File: src/design/rmq_sqrt_pipe.sv
// rmq_sqrt_pipe: pipelined digit-by-digit integer square root of (rad << SH)
// one root bit per stage; depends on nothing but its parameters

module rmq_sqrt_pipe #(
  parameter int RW  = 18,
  parameter int SH  = 16,
  parameter int SBW = 8
) (
  input  logic                         clk,
  input  logic                         rst_n,
  input  logic                         en,
  input  logic                         in_valid,
  input  logic [RW-1:0]                in_rad,
  input  logic [SBW-1:0]               in_side,
  output logic                         out_valid,
  output logic [(RW+SH+1)/2-1:0]       out_root,
  output logic [SBW-1:0]               out_side
);

  localparam int PAIRS = (RW + SH + 1) / 2;
  localparam int SW    = PAIRS;
  localparam int XW    = 2 * PAIRS;
  localparam int RMW   = SW + 2;

  logic           v_r    [PAIRS];
  logic [XW-1:0]  x_r    [PAIRS];
  logic [RMW-1:0] rem_r  [PAIRS];
  logic [SW-1:0]  root_r [PAIRS];
  logic [SBW-1:0] side_r [PAIRS];

  for (genvar g = 0; g < PAIRS; g++) begin : g_stage
    logic           v_i;
    logic [XW-1:0]  x_i;
    logic [RMW-1:0] rem_i;
    logic [SW-1:0]  root_i;
    logic [SBW-1:0] side_i;
    logic [RMW+1:0] rem2;
    logic [RMW+1:0] trial;
    logic           ge;

    if (g == 0) begin : g_first
      assign v_i    = in_valid;
      assign x_i    = XW'(in_rad) << SH;
      assign rem_i  = '0;
      assign root_i = '0;
      assign side_i = in_side;
    end else begin : g_next
      assign v_i    = v_r[g-1];
      assign x_i    = x_r[g-1];
      assign rem_i  = rem_r[g-1];
      assign root_i = root_r[g-1];
      assign side_i = side_r[g-1];
    end

    assign rem2  = {rem_i, x_i[XW-1:XW-2]};
    assign trial = (RMW+2)'({root_i, 2'b01});
    assign ge    = rem2 >= trial;

    always_ff @(posedge clk) begin
      if (!rst_n) begin
        v_r[g] <= 1'b0;
      end else if (en) begin
        v_r[g] <= v_i;
      end
    end

    always_ff @(posedge clk) begin
      if (en) begin
        x_r[g]    <= x_i << 2;
        rem_r[g]  <= ge ? RMW'(rem2 - trial) : RMW'(rem2);
        root_r[g] <= {root_i[SW-2:0], ge};
        side_r[g] <= side_i;
      end
    end
  end

  assign out_valid = v_r[PAIRS-1];
  assign out_root  = root_r[PAIRS-1];
  assign out_side  = side_r[PAIRS-1];

endmodule

File: config.mk
export PLATFORM = sky130hd
export DESIGN_NAME = rmq_sqrt_pipe
export DESIGN_NICKNAME = d
export VERILOG_FILES = /design/src/design/rmq_sqrt_pipe.sv
export SDC_FILE = /design/constraint.sdc
export NUM_CORES = 1
export LEC_CHECK = 0
export BUFFER_PORTS_ARGS = -buffer_cell sky130_fd_sc_hd__buf_2
export CELL_PAD_IN_SITES_DETAIL_PLACEMENT = 1
export CELL_PAD_IN_SITES_GLOBAL_PLACEMENT = 2
export CORE_ASPECT_RATIO = 1.25
export CORE_MARGIN = 4
export CORE_UTILIZATION = 45
export CTS_CLUSTER_SIZE = 25
export DETAILED_ROUTE_END_ITERATION = 7
export PLACE_DENSITY = 0.88
export RECOVER_POWER = 100
export SKIP_LAST_GASP = 1
export SLEW_MARGIN = 40
export SYNTH_ARGS = -nofsm -noshare
export SYNTH_HDL_FRONTEND = slang
export SYNTH_SLANG_ARGS = --single-unit
File: constraint.sdc
create_clock -name clk -period 3.9 [get_ports clk]
set_clock_uncertainty 0.2 [all_clocks]
set_input_delay 0 -clock clk [delete_from_list [all_inputs] [get_ports clk]]
set_output_delay 0 -clock clk [all_outputs]
set_load 0.01 [all_outputs]
# After elaboration in Yosys (flattened, before gate mapping)
# Memories as Yosys holds them, arrays and structs flattened.
# Cells that the tools add are included.
# op_classes
add_sub_neg	17
magnitude_cmp	17
n_mux	39
n_bitwise	17
# ops
op	count
$ge A21 B19 Y1	16
$mux W19	17
$sub A19 B19 Y19	16
$mux W1	22
$or A1 B1 Y1	17
$sub A2 B1 Y3 const B	1
$ge A2 B1 Y1 const B	1
# totals
regBits	0
ram_bits	1309
input_bits	30
output_inout_bits	26
wordCells	95
memories	5
# memory_table
memory	depth	width	read_ports	rd_ports_with_merged_regs	wr	line_no	text
x_r	17	32	16	0	17	26	logic [XW-1:0] x_r [PAIRS];
rem_r	17	19	16	0	17	27	logic [RMW-1:0] rem_r [PAIRS];
root_r	17	17	17	0	17	28	logic [SW-1:0] root_r [PAIRS];
side_r	17	8	17	0	17	29	logic [SBW-1:0] side_r [PAIRS];
v_r	17	1	17	0	17	25	logic v_r [PAIRS];

# Logic depth before layout (Yosys ltp)
# depth
word_depth	4
depth_mapped	11
mapped_depth_nobuf	11

# Worst setup path after synthesis
# Ideal clock, no wire load.
# synth_timing
path_kind	register to register
start	memory rem_r[0][209] in the netlist's numbering
end	memory rem_r[0][236] in the netlist's numbering (data pin)
setup_ns	0.260
arrival_ns	2.390
required_ns	3.440
slack_ns	1.050
path_stages_with_launch	9
n_path_buf	1
synth_period_minus_slack_ns	2.850
cell_sequence	edfxtp_1 > ha_1 > a211oi_1 > o211ai_1 > and3_1 > or3_1 > a21oi_1 > buf_2 > mux2_2
# synth_lines
item	line_no
start: declaration	27

==> impl_metrics.env <==
export IMPL_status="complete, but fails checks"
export IMPL_violations="design-rule violations, max-capacitance violations, max-slew violations"
export IMPL_grt_max_degree=126
export IMPL_setup_tns_ns=0
export IMPL_netlist_area_leader_share_pct=64.6
export IMPL_tritoncts="built"
export IMPL_rsz0062_at_grt="no"
export IMPL_hold_violations=0
export IMPL_end_kind="register"
export IMPL_fmax_mhz=285
export IMPL_dp_hpwl_um=44200
export IMPL_synth_top_cell_by_area="edfxtp_1"
export IMPL_tightest_slew_ns=1.93
export IMPL_finalCritPeriodShare_pct=89.9
export IMPL_synth_flop_cell="edfxtp_1"
export IMPL_start_util_pct=45.4
export IMPL_reg2regPathDepth=9
export IMPL_crit_arrival_ns=3.65
export IMPL_holdPathEnd="v_r[16]$_DFF_P_"
export IMPL_grt_overflow_total=0
export IMPL_synth_enable_flop_cells=652
export IMPL_slew_headroom_pct=-28.6
export IMPL_drt_wl_total_um=63100
export IMPL_drt_first_iter_violations=904
export IMPL_coreArea_um2=66800
export IMPL_area_growth_pct=13.4
export IMPL_cts_made_buffers=70
export IMPL_cts_htree_levels=3
export IMPL_ant_nets=0
export IMPL_synth_seq_area_share_pct=64.6
export IMPL_clockRootBuffer="clkbuf_16"
export IMPL_layout_nets=2669
export IMPL_synth_most_common_cell="edfxtp_1"
export IMPL_num_rows=106
export IMPL_p_leak_nw=13.1
export IMPL_r2r_end="rem_r[0][265]$_DFFE_PP_"
export IMPL_synthTopCellsByArea="edfxtp_1 65%, ha_1 6.4%, xor2_1 3.2%"
export IMPL_grt_use_total_pct=18.0
export IMPL_drc=2
export IMPL_dieWidth_um=240
export IMPL_reg2reg_slack_ns=0.39
export IMPL_maxSlewViolCount=258
export IMPL_io_buffers=55
export IMPL_syn_nets=2491
export IMPL_path_clk_slew_ns=0.06
export IMPL_crit_type="register to register"
export IMPL_yosysUniqueCellTypes=80
export IMPL_min_from="rst_n"
export IMPL_synth_ff_latch_count=653
export IMPL_viasPerCell=5.38
export IMPL_io_pins=56
export IMPL_post_dp_cell_area_um2=31800
export IMPL_fillCellCount=6754
export IMPL_min_path_cells=3
export IMPL_hold_class="input port to register"
export IMPL_clock_latency_ns=0.61
export IMPL_drive_gt1_share_pct=7.08
export IMPL_design_area_um2=34400
export IMPL_grt_pass1_wl_um=104000
export IMPL_synth_cells=2298
export IMPL_peakVddDrop_mv=0.384
export IMPL_cap_violations=3
export IMPL_finalSetupViolCount=0
export IMPL_die_height_um=298
export IMPL_synth_avg_cell_area_um2=13.2
export IMPL_cts_resized=0
export IMPL_antenna_cells=0
export IMPL_vias=18300
export IMPL_cp_max_fo=27
export IMPL_dieArea_um2=71600
export IMPL_period_minus_slack_ns=3.51
export IMPL_ys_warnings_count=0
export IMPL_critPathRequiredTime_ns=4.05
export IMPL_cts_sinks=653
export IMPL_antenna_found_initial=0
export IMPL_dr_pass1_iters=8
export IMPL_async_flop_share_pct=0
export IMPL_synth_top_cells_by_count="652 x edfxtp_1, 200 x inv_1, 160 x nand2_1, 156 x ha_1, 143 x nor2_1"
export IMPL_place_gp_congestion=0.838
export IMPL_syn_area_um2=30300
export IMPL_cts_path_max_buffers=3
export IMPL_wire_per_inst_um=18.6
export IMPL_crit_path_start_kind="register"
export IMPL_crit_reg2reg_launch="rem_r[0][228]$_SDFFCE_PP0P_"
export IMPL_grt_pass1_vias=20300
export IMPL_cellPowerDensity_nw_per_um2=523
[metrics by stage]
stage / hold WS [ns] / util [%] / total power [mW] / cells / setup WS, ns
after floorplan: -0.101 / - / 10.8 / 2298 / 1.05
after global placement: -0.0217 / 47.6 / 11.5 / 3210 / 0.397
after CTS: 0.114 / 51.8 / 18.3 / 3393 / 0.425
final: 0.153 / 51.5 / 18.0 / 3393 / 0.393
after detailed placement: -0.0212 / 47.6 / 11.6 / 3210 / 0.547
after global routing: 0.176 / 51.5 / 18.9 / 3393 / 0.142
[kinds of logic (layout without fill, tap and decap cells)]
group	after synthesis	count (layout)	share of synthesized area, %
flops	653	653	64.6
simple gates	591	591	9.85
compound gates	436	436	8.98
buf+inv	231	462	2.94
xor+xnor	188	188	5.43
fa+ha+maj	163	163	6.90
mux	35	35	1.27
other cells	1	1	0.0124
[sequential cells by signal (all words and copies together), names as in the netlist]
| name | cells |
|---|---|
| v_r | 17 |
| x_r | 72 |
| rem_r | 275 |
| side_r | 136 |
| root_r | 153 |
[power by group]
part / internal [mW] / switching [mW]
Combinational: 1.03 / 1.40
Sequential: 8.62 / 0.431
Clock: 3.77 / 2.75
Total: 13.4 / 4.59
[cell usage in the layout (no fill, tap or decap), types with 58 or more instances in the layout]
cell / synthesis / final
inv_1: 200 / 201
ha_1: 156 / 156
xor2_1: 110 / 110
dlygate4sd3_1: 0 / 58
nor3_1: 58 / 59
a21oi_1: 122 / 122
nand2_1: 160 / 160
edfxtp_1: 652 / 652
nor2_1: 143 / 143
o21ai_0: 130 / 132
xnor2_1: 78 / 78
clkbuf_16: 0 / 70
[critical path: stages, from the launching register on]
cell and delay (ns):
edfxtp_1 0.44, ha_1 0.35, a211oi_1 0.38, o211ai_1 0.22, a31oi_1 0.43, or4_1 0.24, and3_1 0.16, clkbuf_2 0.45
nor2_1 0.09, mux2_2 0.28
[how the worst max path moves through the flow]
stage                                 from                      end  slack, ns
5_1_grt           root_r[0][239]$_DFFE_PP_  rem_r[0][292]$_DFFE_PP_       0.14
2_1_floorplan  rem_r[0][209]$_SDFFCE_PP0P_  rem_r[0][236]$_DFFE_PP_       1.05
6_report       rem_r[0][228]$_SDFFCE_PP0P_  rem_r[0][265]$_DFFE_PP_       0.39
4_1_cts        rem_r[0][266]$_SDFFCE_PP0P_  rem_r[0][292]$_DFFE_PP_       0.43
3_3_place_gp        rem_r[0][76]$_DFFE_PP_  rem_r[0][101]$_DFFE_PP_       0.40
3_5_place_dp   rem_r[0][266]$_SDFFCE_PP0P_  rem_r[0][293]$_DFFE_PP_       0.55
[layer usage]
layer / GRT usage, % / share of wire, % / vias to the layer above
met4: 7.31 / 3.9 / 0
met1: 19.3 / 37 / 9042
met2: 34.7 / 56 / 249
met3: 2.69 / 3.0 / 141
li1: - / - / 8835
met5: 0 / 0 / -
[repair_timing]
| action | CTS | global route |
|---|---|---|
| setup endpoints to repair | 0 | 0 |
| buffers inserted | 0 | 0 |
| hold buffers | 58 | 0 |
| hold endpoints to repair | 104 | 0 |
[area by class of cell]
cell class	count	area, um^2	area share, %
clock buffers	87	1840	5.34
clock inverters	38	399	1.16
inverters	202	761	2.21
multi-input cells	1414	9780	28.4
flip-flops and latches	653	19600	57.0
well taps	864	1080	3.14
repair buffers	135	941	2.74
Power figures use the tool's default switching activity.
